`config.mk`:
```
export PLATFORM = sky130hd
export DESIGN_NAME = keypad_code_lock_with_lockout_flat
export DESIGN_NICKNAME = d
export VERILOG_FILES = /design/src/kcl_pkg.sv /design/src/kcl_if.sv /design/src/kcl_cfg_regs.sv /design/src/kcl_step.sv /design/src/keypad_code_lock_with_lockout.sv /design/src/flat_wrapper.sv
export SDC_FILE = /design/constraint.sdc
export NUM_CORES = 1
export LEC_CHECK = 0
export BUFFER_PORTS_ARGS = -buffer_cell sky130_fd_sc_hd__buf_2
export CAP_MARGIN = 25
export CORE_MARGIN = 2
export CORE_UTILIZATION = 55
export DETAILED_ROUTE_END_ITERATION = 10
export GPL_TIMING_DRIVEN = 0
export PLACE_DENSITY = 0.78
export SLEW_MARGIN = 20
export SYNTH_ARGS = -nofsm -noshare
export SYNTH_HDL_FRONTEND = slang
export SYNTH_SLANG_ARGS = --single-unit
```
`constraint.sdc`:
```
create_clock -name clk_i -period 3.3 [get_ports clk_i]
set_clock_uncertainty 0.05 [all_clocks]
set_input_delay 0.825 -clock clk_i [delete_from_list [all_inputs] [get_ports clk_i]]
set_output_delay 0.825 -clock clk_i [all_outputs]
set_load 0.01 [all_outputs]
```
`src/kcl_pkg.sv`:
```
`default_nettype none

package kcl_pkg;

  // keys held per attempt, also the saturation point of the key count
  localparam logic [3:0] MaxKeys = 4'd8;

  localparam logic [7:0] KeyHash = 8'h23;
  localparam logic [7:0] KeyStar = 8'h2A;
  localparam logic [7:0] KeyNone = 8'h5A;

  localparam logic [1:0] ModeIdle    = 2'd0;
  localparam logic [1:0] ModeEntry   = 2'd1;
  localparam logic [1:0] ModeLockout = 2'd2;

  localparam logic [1:0] VerdictNone    = 2'd0;
  localparam logic [1:0] VerdictOk      = 2'd1;
  localparam logic [1:0] VerdictWrong   = 2'd2;
  localparam logic [1:0] VerdictLockout = 2'd3;

  localparam logic [1:0] RegCodeKeys   = 2'd0;
  localparam logic [1:0] RegCodeLength = 2'd1;
  localparam logic [1:0] RegMaxTries   = 2'd2;

  localparam logic [63:0] CodeKeysReset   = 64'h0000_0000_4236_3534;
  localparam logic [3:0]  CodeLengthReset = 4'd4;
  localparam logic [3:0]  MaxTriesReset   = 4'd3;

  typedef struct packed {
    logic [63:0] code_keys;
    logic [3:0]  code_length;
    logic [3:0]  max_tries;
  } cfg_t;

  typedef struct packed {
    logic       action;
    logic [7:0] key_code;
  } item_t;

  typedef struct packed {
    logic [1:0] mode;
    logic [7:0] last_key;
    logic [3:0] key_count;
    logic       mismatch;
    logic [3:0] tries;
    logic       unlocked;
  } lock_state_t;

  typedef struct packed {
    logic       lock_open;
    logic       master_engaged;
    logic       entry_active;
    logic [3:0] keys_entered;
    logic [3:0] tries_left;
    logic [1:0] verdict;
  } result_t;

endpackage

`default_nettype wire

```
`src/kcl_if.sv`:
```
`default_nettype none

interface kcl_in_if;
  logic       valid;
  logic       ready;
  logic       action;
  logic [7:0] key_code;

  modport source (output valid, output action, output key_code, input ready);
  modport sink (input valid, input action, input key_code, output ready);
endinterface

interface kcl_out_if;
  logic       valid;
  logic       ready;
  logic       lock_open;
  logic       master_engaged;
  logic       entry_active;
  logic [3:0] keys_entered;
  logic [3:0] tries_left;
  logic [1:0] verdict;

  modport source (
    output valid, output lock_open, output master_engaged, output entry_active,
    output keys_entered, output tries_left, output verdict, input ready
  );
  modport sink (
    input valid, input lock_open, input master_engaged, input entry_active,
    input keys_entered, input tries_left, input verdict, output ready
  );
endinterface

`default_nettype wire

```
`src/kcl_cfg_regs.sv`:
```
`default_nettype none

module kcl_cfg_regs (
  input  wire logic         clk_i,
  input  wire logic         rst_ni,
  input  wire logic         cfg_we_i,
  input  wire logic [1:0]   cfg_idx_i,
  input  wire logic [63:0]  cfg_data_i,
  output kcl_pkg::cfg_t     cfg_o
);
  import kcl_pkg::*;

  cfg_t cfg_q;

  always_ff @(posedge clk_i or negedge rst_ni) begin
    if (!rst_ni) begin
      cfg_q.code_keys   <= CodeKeysReset;
      cfg_q.code_length <= CodeLengthReset;
      cfg_q.max_tries   <= MaxTriesReset;
    end else if (cfg_we_i) begin
      unique case (cfg_idx_i)
        RegCodeKeys:   cfg_q.code_keys   <= cfg_data_i;
        RegCodeLength: cfg_q.code_length <= cfg_data_i[3:0];
        RegMaxTries:   cfg_q.max_tries   <= cfg_data_i[3:0];
        default: ;
      endcase
    end
  end

  assign cfg_o = cfg_q;

endmodule

`default_nettype wire

```
`src/kcl_step.sv`:
```
`default_nettype none

module kcl_step (
  input  kcl_pkg::cfg_t        cfg_i,
  input  kcl_pkg::lock_state_t state_i,
  input  kcl_pkg::item_t       item_i,
  output kcl_pkg::lock_state_t state_o,
  output kcl_pkg::result_t     result_o
);
  import kcl_pkg::*;

  lock_state_t st;
  logic [1:0]  verdict;
  logic [7:0]  want;
  logic [3:0]  tries_dec;
  logic        match;
  logic        key_new;

  assign want      = cfg_i.code_keys[{state_i.key_count[2:0], 3'b000} +: 8];
  assign tries_dec = (state_i.tries != 4'd0) ? (state_i.tries - 4'd1) : 4'd0;
  assign match     = !state_i.mismatch && (state_i.key_count == cfg_i.code_length);
  assign key_new   = !item_i.action && (item_i.key_code != state_i.last_key) &&
                     (item_i.key_code != KeyNone) && (item_i.key_code != KeyStar);

  always_comb begin
    st      = state_i;
    verdict = VerdictNone;
    unique case (state_i.mode)
      ModeLockout: begin
        if (item_i.action) begin
          st.tries = cfg_i.max_tries;
          st.mode  = ModeIdle;
        end
      end
      ModeEntry: begin
        if (key_new) begin
          st.last_key = item_i.key_code;
          if (item_i.key_code == KeyHash) begin
            // attempt ends: judge, spend or refill tries
            st.key_count = 4'd0;
            st.mismatch  = 1'b0;
            if (match) begin
              st.tries    = cfg_i.max_tries;
              st.unlocked = 1'b1;
              st.mode     = ModeIdle;
              verdict     = VerdictOk;
            end else begin
              st.tries    = tries_dec;
              st.unlocked = 1'b0;
              if (tries_dec == 4'd0) begin
                st.mode = ModeLockout;
                verdict = VerdictLockout;
              end else begin
                st.mode = ModeIdle;
                verdict = VerdictWrong;
              end
            end
          end else if (state_i.key_count < MaxKeys) begin
            if (state_i.key_count >= cfg_i.code_length || want != item_i.key_code) begin
              st.mismatch = 1'b1;
            end
            st.key_count = state_i.key_count + 4'd1;
          end else begin
            // buffer full: overlong entry can never match
            st.mismatch = 1'b1;
          end
        end
      end
      default: begin
        st.mode = ModeIdle;
        if (!item_i.action && item_i.key_code == KeyStar) begin
          st.mode      = ModeEntry;
          st.key_count = 4'd0;
          st.mismatch  = 1'b0;
          st.last_key  = 8'd0;
        end
      end
    endcase
  end

  assign state_o                 = st;
  assign result_o.lock_open      = st.unlocked;
  assign result_o.master_engaged = (st.mode == ModeLockout);
  assign result_o.entry_active   = (st.mode == ModeEntry);
  assign result_o.keys_entered   = st.key_count;
  assign result_o.tries_left     = st.tries;
  assign result_o.verdict        = verdict;

endmodule

`default_nettype wire

```
`src/keypad_code_lock_with_lockout.sv`:
```
`default_nettype none

// keypad code lock with retry lockout: each input item is one keypad scan
// sample or a master release, and each gives exactly one result item that
// shows the lock state after it. an item passes an input register, then the
// decision logic (a few byte compares and a 4-bit decrement) into a result
// register, so the block takes one item per cycle while the result register
// drains, and a stalled result keeps the next item in the input register;
// throughput is bounded only by the result register draining. configuration
// is to be written by the user through the plain write port while no item is
// in flight; the block itself does not enforce this.

module keypad_code_lock_with_lockout (
  input  wire logic    clk_i,
  input  wire logic    rst_ni,
  input  wire logic    cfg_we_i,
  input  wire logic [1:0]  cfg_idx_i,
  input  wire logic [63:0] cfg_data_i,
  kcl_in_if.sink       in_chan_i,
  kcl_out_if.source    out_chan_o
);
  import kcl_pkg::*;

  cfg_t        cfg;
  item_t       in_q;
  logic        in_vld_q;
  result_t     res_q;
  result_t     res_d;
  logic        res_vld_q;
  lock_state_t state_q;
  lock_state_t state_d;
  logic        in_acc;
  logic        adv;
  logic        move;

  kcl_cfg_regs u_cfg (
    .clk_i      (clk_i),
    .rst_ni     (rst_ni),
    .cfg_we_i   (cfg_we_i),
    .cfg_idx_i  (cfg_idx_i),
    .cfg_data_i (cfg_data_i),
    .cfg_o      (cfg)
  );

  // result register free or draining this cycle
  assign adv    = !res_vld_q || out_chan_o.ready;
  // buffered item goes through the decision logic
  assign move   = in_vld_q && adv;
  assign in_chan_i.ready = !in_vld_q || move;
  assign in_acc = in_chan_i.valid && in_chan_i.ready;

  kcl_step u_step (
    .cfg_i    (cfg),
    .state_i  (state_q),
    .item_i   (in_q),
    .state_o  (state_d),
    .result_o (res_d)
  );

  // input register
  always_ff @(posedge clk_i or negedge rst_ni) begin
    if (!rst_ni) begin
      in_vld_q <= 1'b0;
    end else if (in_acc) begin
      in_vld_q <= 1'b1;
    end else if (move) begin
      in_vld_q <= 1'b0;
    end
  end

  always_ff @(posedge clk_i) begin
    if (in_acc) begin
      in_q.action   <= in_chan_i.action;
      in_q.key_code <= in_chan_i.key_code;
    end
  end

  // lock state, updated once per item
  always_ff @(posedge clk_i or negedge rst_ni) begin
    if (!rst_ni) begin
      state_q.mode      <= ModeIdle;
      state_q.last_key  <= 8'd0;
      state_q.key_count <= 4'd0;
      state_q.mismatch  <= 1'b0;
      state_q.tries     <= MaxTriesReset;
      state_q.unlocked  <= 1'b0;
    end else if (move) begin
      state_q <= state_d;
    end
  end

  // result register
  always_ff @(posedge clk_i or negedge rst_ni) begin
    if (!rst_ni) begin
      res_vld_q <= 1'b0;
    end else if (move) begin
      res_vld_q <= 1'b1;
    end else if (out_chan_o.ready) begin
      res_vld_q <= 1'b0;
    end
  end

  always_ff @(posedge clk_i) begin
    if (move) begin
      res_q <= res_d;
    end
  end

  assign out_chan_o.valid          = res_vld_q;
  assign out_chan_o.lock_open      = res_q.lock_open;
  assign out_chan_o.master_engaged = res_q.master_engaged;
  assign out_chan_o.entry_active   = res_q.entry_active;
  assign out_chan_o.keys_entered   = res_q.keys_entered;
  assign out_chan_o.tries_left     = res_q.tries_left;
  assign out_chan_o.verdict        = res_q.verdict;

endmodule

`default_nettype wire

```
`src/flat_wrapper.sv`:
```
// flat-port wrapper written by rule: the top's interface ports become plain ports
module keypad_code_lock_with_lockout_flat import kcl_pkg::*;
  (clk_i, rst_ni, cfg_we_i, cfg_idx_i, cfg_data_i, in_chan_i_valid, in_chan_i_action, in_chan_i_key_code, in_chan_i_ready, out_chan_o_valid, out_chan_o_lock_open, out_chan_o_master_engaged, out_chan_o_entry_active, out_chan_o_keys_entered, out_chan_o_tries_left, out_chan_o_verdict, out_chan_o_ready);
  kcl_in_if in_chan_i_i ();
  kcl_out_if out_chan_o_i ();
  input  wire logic clk_i;
  input  wire logic rst_ni;
  input  wire logic cfg_we_i;
  input  wire logic [1:0] cfg_idx_i;
  input  wire logic [63:0] cfg_data_i;
  input wire logic [$bits(in_chan_i_i.valid)-1:0] in_chan_i_valid;
  input wire logic [$bits(in_chan_i_i.action)-1:0] in_chan_i_action;
  input wire logic [$bits(in_chan_i_i.key_code)-1:0] in_chan_i_key_code;
  output wire logic [$bits(in_chan_i_i.ready)-1:0] in_chan_i_ready;
  output wire logic [$bits(out_chan_o_i.valid)-1:0] out_chan_o_valid;
  output wire logic [$bits(out_chan_o_i.lock_open)-1:0] out_chan_o_lock_open;
  output wire logic [$bits(out_chan_o_i.master_engaged)-1:0] out_chan_o_master_engaged;
  output wire logic [$bits(out_chan_o_i.entry_active)-1:0] out_chan_o_entry_active;
  output wire logic [$bits(out_chan_o_i.keys_entered)-1:0] out_chan_o_keys_entered;
  output wire logic [$bits(out_chan_o_i.tries_left)-1:0] out_chan_o_tries_left;
  output wire logic [$bits(out_chan_o_i.verdict)-1:0] out_chan_o_verdict;
  input wire logic [$bits(out_chan_o_i.ready)-1:0] out_chan_o_ready;
  assign in_chan_i_i.valid = in_chan_i_valid;
  assign in_chan_i_i.action = in_chan_i_action;
  assign in_chan_i_i.key_code = in_chan_i_key_code;
  assign in_chan_i_ready = in_chan_i_i.ready;
  assign out_chan_o_valid = out_chan_o_i.valid;
  assign out_chan_o_lock_open = out_chan_o_i.lock_open;
  assign out_chan_o_master_engaged = out_chan_o_i.master_engaged;
  assign out_chan_o_entry_active = out_chan_o_i.entry_active;
  assign out_chan_o_keys_entered = out_chan_o_i.keys_entered;
  assign out_chan_o_tries_left = out_chan_o_i.tries_left;
  assign out_chan_o_verdict = out_chan_o_i.verdict;
  assign out_chan_o_i.ready = out_chan_o_ready;
  keypad_code_lock_with_lockout u_core (.clk_i(clk_i), .rst_ni(rst_ni), .cfg_we_i(cfg_we_i), .cfg_idx_i(cfg_idx_i), .cfg_data_i(cfg_data_i), .in_chan_i(in_chan_i_i), .out_chan_o(out_chan_o_i));
endmodule
```
Word-level counts from Yosys, hierarchy flattened:

Index checks and enable logic that the tools add are counted.

* $add $sub $neg: 2
* multiply operators: 0
* divide/modulo/power cells: 0
* magnitude comparators: 2
* equal/unequal tests: 15
* shift operators: 1
* multiplexer cells: 24
* bitwise logic cells: 4
* reduce and logical (&&, ||, !) cells: 27

Operators with widths (number)
* 64-bit by 7-bit variable part select with 8-bit output: 1
* 13-bit one-hot mux with 2 select lines: 1
* 20-bit two-way mux: 1
* 8-bit by 6-bit == test with 1-bit output (second input constant): 2
* 8-bit inequality test: 2
* 5-bit two-way mux: 3
* 14-bit two-way mux: 1
* 4-bit two-way mux: 3
* 1-bit two-way mux: 9
* 2-bit two-way mux: 4
* 8-bit by 6-bit inequality test with 1-bit output (second input constant): 1
* 8-bit by 7-bit inequality test with 1-bit output (second input constant): 1
* 4-bit one-hot mux with 2 select lines: 1
* 1-bit logical AND: 7
* 2-bit by 1-bit == test with 1-bit output (second input constant): 3
* 2-bit == test (second input constant): 3
* 2-bit AND reduction: 3
* 2-bit nonzero test: 3
* 5-bit AND reduction: 1
* 4-bit by 1-bit adder with 4-bit output (second input constant): 1
* 4-bit == test: 1
* 4-bit greater-or-equal comparator: 1
* 1-bit logical NOT: 4
* 4-bit logical NOT: 1
* 12 further kinds: 17

* register bits: 116
* latch bits: 0
* RAM bits: 0
* memory bits (read-only): 0
* bits of input ports: 80
* memories: 0

Depth between registers and ports, before layout:

Gate-level depths: netlist of the first run.

* word-level depth: 9
* depth in mapped cells: 9
* mapped depth without buffers: 8

Modules after synthesis:

From an unflattened synthesis of the first run, not the netlist that was laid out.

* cells, all modules: 418
* area total of the unflattened synthesis: 6195.9 um^2

By module, submodules not included
* kcl_cfg_regs: instances 1, cells an instance 154, area an instance 3016.6 um^2, seq. area each 1821.7 um^2
* kcl_step: instances 1, cells an instance 191, area an instance 1591.5 um^2, seq. area each 0.0 um^2
* keypad_code_lock_with_lockout: instances 1, cells an instance 73, area an instance 1587.8 um^2, seq. area each 1213.7 um^2

Worst setup path after synthesis of the first run:

OpenSTA, ideal clock, no wires.

* path type: reg-to-reg
* start point: register u_core.in_q[4] in the netlist's numbering
* end point: register u_core.res_q (netlist bit u_core.out_chan_o.master_engaged), data pin
* setup time: 255 ps
* arrival: 2305 ps
* data required time: 2995 ps
* setup slack: 690 ps
* cell stages (with the launch flop): 8
* buffers on the path: 1
* period minus slack after synthesis: 2610 ps
* path through: edfxtp_1 -> or4b_4 -> or2_1 -> buf_6 -> a2111oi_4 -> o22ai_1 -> a22o_1 -> and3_1

RTL lines
* from (decl): RTL line keypad_code_lock_with_lockout.sv:25 `item_t in_q;`
* to (signal assigned): RTL line keypad_code_lock_with_lockout.sv:105 `res_q <= res_d;`
* to (decl): RTL line keypad_code_lock_with_lockout.sv:27 `result_t res_q;`

==> metrics.yaml, run 1 <==
synth_top_area_cell: "dfrtp_1"
yosysWarnings: 0
crit_arrival_ps: 3180
place_congestion: 0.873
fill_cells: 722
antenna_cells: 0
tns_ps: 0
critical_path.max_fanout: 10
r2r_slack_ps: 320
dr.pass1.iters: 5
r2r_start: "u_core.state_q[6]$_DFFE_PN0P_"
gr-usage-met3_pct: 6.56
fp.dieH_um: 105
die_w_um: 105
fin_util_pct: 69.5
clockRootBuffer: "clkbuf_8"
critPathLaunch: "u_core.state_q[6]$_DFFE_PN0P_"
clock_latency_ps: 520
outcome: "complete, no violations"
cp.required_ps: 3490
vdd_drop_max_uv: 482
clk_path_buf_depth: 2
max_slew_margin_pct: 42.1
pin_count: 95
yosysSeqAreaShare_pct: 53.8
multi_input_area_um2: 2450
antenna_found_initial: 0
path_class: "reg -> reg"
drc: 0
portBuffers: 94
synth_area_per_cell_um2: 13.1
num_rows: 36
r2r-end: "u_core.out_chan_o.tries_left[3]$_DFFE_PP_"
die_area_um2: 11100
dp_hpwl_um: 9160
ys_seq_elements: 116
async_flop_share_pct: 81.0
worstSetupEndpointType: "flip-flop"
min_period_over_period_pct: 90.4
htreeDepth: 4
synth_top_area_share_pct: 33.7
setup_viol: 0
hold_violations: 0
met1_usage_pct: 32.4
grt_pass1_wl_um: 21400
slew_violations: 0
cts_tree: "built"
p_leak_nw: 2.84
dr_total_vias: 3981
hold_path.class: "in -> async"
cts.sinks: 116
synth_cell_type_count: 61
powerDensity_nw_per_um2: 613
area_growth_pct: 21.5
worst_pin_slew_ps: 861
syn_nets: 517
grt_max_degree: 54
final_net_count: 632
ant_nets: 0
netlist_area_um2: 5640
avgRoutedWirePerCell_um: 18.6
synthTopCellsByArea: "dfrtp_1 (34%), mux2_2 (15%), edfxtp_1 (12%)"
first_iter_violations: 218
initial_core_util_pct: 57.2
postCtsHoldBufs: 0
core-area_um2: 9860
vias_per_cell: 5.77
layout-drive-gt1-share_pct: 44.0
synthCells: 430
grt_pass1_vias: 4087
worstRegToRegCells: 9
fmax_mhz: 335
busiest_layer: "met2"
worstSetupStartpointType: "flip-flop"
gr-total-overflow: 0
cap_violations: 0
track_usage_pct: 25.1
cts_buffers: 17
post_cts_buffers: 0
rsz0062_at_grt: "false"
grt_use_met2_pct: 41.8
clk_pin_slew_ps: 60
seq_area_um2: 3040
ys_dominant_reg_cell: "dfrtp_1"
min_period_ps: 2980
cp-endpoint: "u_core.out_chan_o.tries_left[3]$_DFFE_PP_"
routed_wl_um: 12800
synth-edff-count: 22
cts_resized: 0
final cells by class:
cell class	instances	area share (%)
clock buffers	21	6.41
multi-input cells	280	35.8
plain buffers	19	1.44
inverters	15	0.822
repair buffers	96	7.52
clock inverters	10	1.26
well taps	133	2.43
flip-flops and latches	116	44.3
report_power, final:
group	switching, mW	internal, mW	leakage [nW]
sequential	0.139	1.72	1.32
combinational	0.324	0.391	1.27
clock	0.625	1.01	0.250
total	1.09	3.11	2.84
layout by cell type, fill, tap and decap left out, drive strengths merged, types with 3 or more instances in the layout:
cell type	Yosys	final
nand4	3	3
a32oi	4	4
nor2	13	13
buf	7	103
nand3b	4	4
xnor2	7	7
nor4	6	6
clkinvlp	0	4
o22ai	8	8
nand2b	7	7
a21oi	8	8
clkinv	0	4
a22oi	4	4
clkbuf	11	32
xor2	8	8
edfxtp	22	22
nand2	31	31
inv	15	16
nor3	5	5
dfrtp	76	76
ha	7	7
nand3	5	5
o21ai	20	20
mux4	14	14
a211oi	6	6
mux2	74	74
mux2i	12	12
dfstp	18	18
worst min path at each step:
stage | cells past startpoint | start | slack, ps | end
2_1_floorplan | 1 | u_core.in_vld_q$_DFFE_PN0P_ | 410 | u_core.out_chan_o.valid$_DFFE_PN0P_
4_1_cts | 1 | rst_ni | 170 | u_core.u_cfg.cfg_o[48]$_DFFE_PN0P_
5_1_grt | 1 | rst_ni | 180 | u_core.u_cfg.cfg_o[48]$_DFFE_PN0P_
3_3_place_gp | 1 | u_core.in_vld_q$_DFFE_PN0P_ | 420 | u_core.out_chan_o.valid$_DFFE_PN0P_
6_report | 1 | rst_ni | 170 | u_core.u_cfg.cfg_o[48]$_DFFE_PN0P_
3_5_place_dp | 1 | u_core.u_cfg.cfg_o[60]$_DFFE_PN0P_ | 440 | u_core.u_cfg.cfg_o[60]$_DFFE_PN0P_
registers in the layout (all words and copies together) (netlist names):
register                          count
u_core.out_chan_o.entry_active        1
u_core.out_chan_o.valid               1
u_core.in_vld_q                       1
u_core.out_chan_o.verdict             2
u_core.out_chan_o.tries_left          4
u_core.u_cfg.cfg_o                   72
u_core.out_chan_o.keys_entered        4
u_core.state_q                       20
u_core.out_chan_o.lock_open           1
u_core.in_q                           9
u_core.out_chan_o.master_engaged      1
worst max-delay path, stage by stage (launching register included):
cell	delay, ps
dfrtp_1	500
clkbuf_1	410
inv_1	160
ha_1	330
nand4_1	90
nor2_1	420
a21oi_1	90
o31a_2	300
o21ai_0	230
nand3_1	130
cell usage after synthesis (all sizes together), types with 3 or more instances:
| library cell | n |
|---|---|
| a32oi | 4 |
| nor3 | 5 |
| xnor2 | 7 |
| clkbuf | 11 |
| mux2i | 12 |
| dfrtp | 76 |
| a22oi | 4 |
| nand2b | 7 |
| nor2 | 13 |
| xor2 | 8 |
| mux2 | 74 |
| nand2 | 31 |
| ha | 7 |
| inv | 15 |
| a21oi | 8 |
| o21ai | 20 |
| mux4 | 14 |
| dfstp | 18 |
| nand3 | 5 |
| a211oi | 6 |
| edfxtp | 22 |
| nor4 | 6 |
| o22ai | 8 |
| nand4 | 3 |
| nand3b | 4 |
| buf | 7 |
per-stage QoR:
step / hold slack [ps] / setup WS [ps] / power, mW / instances / instance area [um^2]
6_report: 174 / 318 / 4.20 / 690 / 6850
5_1_grt: 182 / 40.1 / 4.40 / 690 / 6850
4_1_cts: 172 / 341 / 4.23 / 689 / 6840
3_5_place_dp: 442 / 231 / 2.59 / 658 / 6310
3_3_place_gp: 418 / 218 / 2.55 / 657 / 6280
2_1_floorplan: 407 / 690 / 2.34 / 430 / 5640
per-layer routing:
| metal | vias up | wire length (um) |
|---|---|---|
| li1 | 1855 | - |
| met1 | 1990 | 5440 |
| met2 | 124 | 6570 |
| met3 | 12 | 668 |
| met4 | 0 | 166 |
| met5 | - | 0 |
cells by family after synthesis:
kind of cell / Yosys count / synth area share (%)
AOI/OAI and AO/OA: 72 / 9.12
and+or+nand+nor: 86 / 7.92
buffers and inverters: 34 / 2.75
adders and majority gates: 7 / 1.55
xor gates and xnor gates: 15 / 2.33
DFF: 116 / 53.8
muxes: 100 / 22.5
Power figures use the tool's default switching activity.
==> inputs of run 2 (changes only) <==
--- a/config.mk
+++ b/config.mk
@@ -12,7 +12,9 @@
 export DETAILED_ROUTE_END_ITERATION = 10
 export GPL_TIMING_DRIVEN = 0
 export PLACE_DENSITY = 0.78
+export RECOVER_POWER = 50
 export SLEW_MARGIN = 20
 export SYNTH_ARGS = -nofsm -noshare
 export SYNTH_HDL_FRONTEND = slang
+export SYNTH_HIERARCHICAL = 1
 export SYNTH_SLANG_ARGS = --single-unit
==> metrics.yaml, run 2 <==
cp-endpoint: "u_core/state_q[3]$_DFFE_PN0P_"
setup_viol: 0
syn_nets: 505
synth_top_area_cell: "dfrtp_1"
switching_share_pct: 24.3
min_period_over_period_pct: 97.2
portBuffers: 94
violations: "max-capacitance violations, max-slew violations"
power.internal_mw: 3.19
fill_cells: 759
switching_power_mw: 1.02
critPathLaunch: "u_core/in_q[4]$_DFFE_PP_"
synth_area_per_cell_um2: 14.8
r2r_slack_ps: 90
stdcell_count: 685
yosys-top-cells-count: "mux2_4 (79), dfrtp_1 (76), edfxtp_1 (22), dfstp_2 (18), o21ai_0 (15)"
cts_buffers: 17
yosysSeqAreaShare_pct: 49.0
synth_cell_type_count: 61
dr.pass1.iters: 4
postCtsHoldBufs: 0
postPlaceCellArea_um2: 6880
clkPwrFrac_pct: 41.6
pin_count: 95
fmax_mhz: 312
cap_violations: 1
core-area_um2: 10900
dp_worst_setup_slack_ps: 175
path_class: "reg -> reg"
worstSetupStartpointType: "flip-flop"
outcome: "complete, but fails checks"
routed_wl_um: 13300
r2r_start: "u_core/in_q[4]$_DFFE_PP_"
cts_tree: "built"
powerDensity_nw_per_um2: 568
worst_pin_slew_ps: 1700
grt_max_degree: 81
yosysMostFrequentCell: "mux2_4"
design_area_um2: 7420
final.setup.worst_slack_ps: 92.7
ant_nets: 0
clk_pin_slew_ps: 60
power_frac_seq_pct: 43.0
grt_pass1_vias: 4120
dp_hpwl_um: 9230
gr-total-overflow: 0
dr_total_vias: 3983
grt_pass1_wl_um: 21300
clock_latency_ps: 410
yosysWarnings: 6
worstRegToRegCells: 7
max_slew_margin_pct: -13.3
layout-drive-gt1-share_pct: 51.6
tns_ps: 0
hold_violations: 0
vias_per_cell: 5.81
htreeDepth: 4
synth_top_area_share_pct: 30.7
final_cell_mix: "buf_2 (94), mux2_4 (79), dfrtp_1 (76), edfxtp_1 (22), clkbuf_16 (20)"
die_w_um: 110
area_growth_pct: 19.7
clockRootBuffer: "clkbuf_16"
largest_reg_flops: 72
r2r-end: "u_core/state_q[3]$_DFFE_PN0P_"
antenna_cells: 0
die_area_um2: 12100
synthCells: 418
fp.dieH_um: 110
rsz0062_at_grt: "false"
synth-edff-count: 22
ys_seq_elements: 116
worstSetupEndpointType: "flip-flop"
final_net_count: 619
post_cts_buffers: 0
cts.sinks: 116
critical_path.max_fanout: 9
slew_violations: 81
track_usage_pct: 23.9
initial_core_util_pct: 56.7
crit_arrival_ps: 3440
async_flop_share_pct: 81.0
place_congestion: 0.885
netlist_area_um2: 6200
drc: 0
cts_resized: 0
cp.required_ps: 3540
power_mw: 4.22
ys_dominant_reg_cell: "dfrtp_1"
final_common_cell: "buf_2"
vdd_drop_max_uv: 335
first_iter_violations: 197
hold_path.class: "reg -> reg"
clk_path_buf_depth: 2
min_period_ps: 3210
dp.cells: 653
synthTopCellsByArea: "dfrtp_1 (31%), mux2_4 (19%), edfxtp_1 (11%)"
antenna_found_initial: 0
p_leak_nw: 3.30
num_rows: 38
pwr-share-comb_pct: 15.5
avgRoutedWirePerCell_um: 19.4
-- run 2: routing by layer --
| layer | vias to the layer above | track usage [%] | wire length (um) |
|---|---|---|---|
| met4 | 0 | 9.29 | 285 |
| met1 | 1984 | 30.0 | 5520 |
| met5 | - | 0 | 0 |
| met2 | 192 | 40.1 | 6670 |
| met3 | 27 | 5.58 | 798 |
| li1 | 1780 | - | - |
-- run 2: kinds of logic (layout without fill, tap and decap cells) --
family	Yosys count	in the layout	synth area share (%)
buffers and inverters	41	168	5.01
muxes	118	118	28.6
AOI/OAI and AO/OA	53	53	6.72
adders and majority gates	7	7	1.41
DFF	116	116	49.0
and+or+nand+nor	67	67	7.03
xor gates and xnor gates	16	16	2.26
-- run 2: power groups by stage --
stage	combinational, mW	clock (mW)	sequential, mW
2_1_floorplan	0.478	0	1.79
3_3_place_gp	0.623	0	1.82
3_5_place_dp	0.651	0	1.83
4_1_cts	0.662	1.78	1.81
5_1_grt	0.701	1.86	1.83
6_report	0.651	1.75	1.81
-- run 2: stage by stage --
step           utilization (%)  hold WS (ps)
2_1_floorplan                -           424
3_3_place_gp              62.6           439
3_5_place_dp              62.9           444
4_1_cts                   68.3           183
5_1_grt                   67.8           474
6_report                  67.8           452
-- run 2: final cells by class --
| type | instances | area [um^2] | area share [%] |
|---|---|---|---|
| sequential | 116 | 3040 | 40.9 |
| timing repair buffer | 95 | 472 | 6.36 |
| buffer | 28 | 254 | 3.42 |
| tap | 140 | 175 | 2.36 |
| clock buffer | 23 | 522 | 7.03 |
| clock inverter | 9 | 67.6 | 0.911 |
| inverter | 13 | 48.8 | 0.658 |
| multi-input combinational | 261 | 2840 | 38.3 |
-- run 2: how the worst min path moves through the flow --
| stage | start | endpoint | slack [ps] | depth (start not counted) |
|---|---|---|---|---|
| 5_1_grt | u_core/u_cfg/cfg_o[65]$_DFFE_PN0P_ | u_core/u_cfg/cfg_o[65]$_DFFE_PN0P_ | 470 | 1 |
| 3_3_place_gp | u_core/u_cfg/cfg_o[65]$_DFFE_PN0P_ | u_core/u_cfg/cfg_o[65]$_DFFE_PN0P_ | 440 | 1 |
| 4_1_cts | rst_ni | u_core/state_q[12]$_DFFE_PN0P_ | 180 | 1 |
| 6_report | u_core/u_cfg/cfg_o[65]$_DFFE_PN0P_ | u_core/u_cfg/cfg_o[65]$_DFFE_PN0P_ | 450 | 1 |
| 2_1_floorplan | u_core/u_cfg/cfg_o[23]$_DFFE_PN0P_ | u_core/u_cfg/cfg_o[23]$_DFFE_PN0P_ | 420 | 1 |
| 3_5_place_dp | u_core/state_q[0]$_DFFE_PN0P_ | u_core/state_q[0]$_DFFE_PN0P_ | 440 | 1 |
-- run 2: critical path, cell delays in order, from the launching register on --
cell and delay, ps:
edfxtp_1 510, or4b_1 580, nand2b_4 190, a2111oi_4 630, mux2_1 390, a221o_1 330
buf_4 140, mux2_4 260
==> inputs of run 3 (changes only) <==
--- a/config.mk
+++ b/config.mk
@@ -7,7 +7,6 @@
 export LEC_CHECK = 0
 export BUFFER_PORTS_ARGS = -buffer_cell sky130_fd_sc_hd__buf_2
 export CAP_MARGIN = 25
-export CORE_MARGIN = 2
 export CORE_UTILIZATION = 55
 export DETAILED_ROUTE_END_ITERATION = 10
 export GPL_TIMING_DRIVEN = 0
==> metrics.yaml, run 3 (synthesis gave the netlist of run 2 again) <==
switching_share_pct: 23.7
die_area_um2: 11700
antenna_cells: 0
critical_path.max_fanout: 9
crit_arrival_ps: 3510
post_cts_buffers: 0
fmax_mhz: 315
place_congestion: 0.817
avgRoutedWirePerCell_um: 19.1
slew_violations: 83
worst_pin_slew_ps: 1960
max_slew_margin_pct: -30.6
final_net_count: 619
crit_slowest_cell: "a2111oi_4"
worstSetupEndpointType: "flip-flop"
pwr-share-comb_pct: 15.8
cts.sinks: 116
cts_buffers: 17
tns_ps: 0
min_period_over_period_pct: 96.2
clkPwrFrac_pct: 40.2
cp_top_family: "compound AO/OA/AOI/OAI gates"
power_frac_seq_pct: 44.0
cap_violations: 1
clk_path_buf_depth: 2
clockRootBuffer: "clkbuf_8"
postCtsHoldBufs: 0
routed_wl_um: 13000
ant_nets: 0
min_period_ps: 3180
grt_pass1_vias: 4136
clk_pin_slew_ps: 50
violations: "max-capacitance violations, max-slew violations"
vdd_drop_max_uv: 433
cp.required_ps: 3640
path_class: "reg -> reg"
cts_resized: 0
design_area_um2: 7360
dr_total_vias: 3854
powerDensity_nw_per_um2: 560
first_iter_violations: 207
fp.dieH_um: 108
track_usage_pct: 24.5
cp_num_buf_inv: 1
setup_viol: 0
p_leak_nw: 3.29
rsz0062_at_grt: "false"
worstSetupStartpointType: "flip-flop"
drc: 0
final_common_cell: "buf_2"
pin_count: 95
cts_tree: "built"
hold_violations: 0
crit_path_max_incr_delay_ps: 610
gr-total-overflow: 0
htreeDepth: 4
clock_latency_ps: 510
grt_max_degree: 83
postPlaceCellArea_um2: 6880
switching_power_mw: 0.975
num_rows: 38
area_growth_pct: 18.8
core-area_um2: 10900
initial_core_util_pct: 56.9
final_cell_mix: "buf_2 (93), mux2_4 (79), dfrtp_1 (76), edfxtp_1 (22), dfstp_2 (18)"
largest_reg_flops: 72
antenna_found_initial: 0
portBuffers: 94
vias_per_cell: 5.63
dr.pass1.iters: 4
path_cells: "or4b_1 -> nand2b_4 -> a2111oi_4 -> mux2_1 -> a221o_1 -> buf_4 -> mux2_4"
die_w_um: 108
outcome: "complete, but fails checks"
hold_path.class: "in -> async"
layout-drive-gt1-share_pct: 50.9
dp_hpwl_um: 9260
power.internal_mw: 3.15
grt_pass1_wl_um: 21300
-- run 3: metal layers --
layer	GRT usage, %	up-vias	routed length, um
met5	0	-	0
met4	7.73	0	130
met3	6.21	15	778
met2	41.4	140	6590
met1	30.8	1928	5540
li1	-	1771	-
-- run 3: layout make-up --
type / count / area (um^2)
Timing Repair Buffer: 95 / 472
Sequential cell: 116 / 3040
Clock buffer: 26 / 488
Fill cell: 782 / 3520
Buffer: 28 / 254
Inverter: 13 / 48.8
Tap cell: 140 / 175
Multi-Input combinational cell: 261 / 2840
Clock inverter: 5 / 50.0
-- run 3: worst register-to-register path, cell delays in order, from the launching register on --
cell and delay (ps):
edfxtp_1 500, or4b_1 600, nand2b_4 190, a2111oi_4 610, mux2_1 380, a221o_1 330, buf_4 140, mux2_4 250
-- run 3: power groups by stage --
stage	sequential [mW]	clock (mW)	combinational, mW
4_1_cts	1.81	1.68	0.656
3_5_place_dp	1.83	0	0.650
3_3_place_gp	1.82	0	0.621
6_report	1.81	1.66	0.650
2_1_floorplan	1.79	0	0.478
5_1_grt	1.84	1.75	0.695
-- run 3: final timing paths --
check,start,end,slack (ps),depth (start not counted)
worst min-delay path,rst_ni,u_core/state_q[9]$_DFFE_PN0P_,300,1
worst min register to register,u_core/u_cfg/cfg_o[44]$_DFFE_PN0P_,u_core/u_cfg/cfg_o[44]$_DFFE_PN0P_,460,1
worst max register to register,u_core/in_q[4]$_DFFE_PP_,u_core/state_q[3]$_DFFE_PN0P_,120,7
max in group asynchronous,rst_ni,u_core/u_cfg/cfg_o[36]$_DFFE_PN0P_,550,2
min in group clk_i,in_chan_i_key_code[4],u_core/in_q[4]$_DFFE_PP_,440,1
worst max-delay path,u_core/in_q[4]$_DFFE_PP_,u_core/state_q[3]$_DFFE_PN0P_,120,7
-- run 3: per-stage QoR --
stage                     setup WS [ps]  hold slack, ps  total power [mW]  std cells  util [%]
final                               125             298              4.12        684      67.6
after global routing               22.0             362              4.28        684      67.6
after CTS                           156            77.2              4.15        684      68.1
after detailed placement            171             441              2.48        653      63.1
after global placement              192             440              2.44        652      62.8
after floorplan                     461             424              2.27        418         -
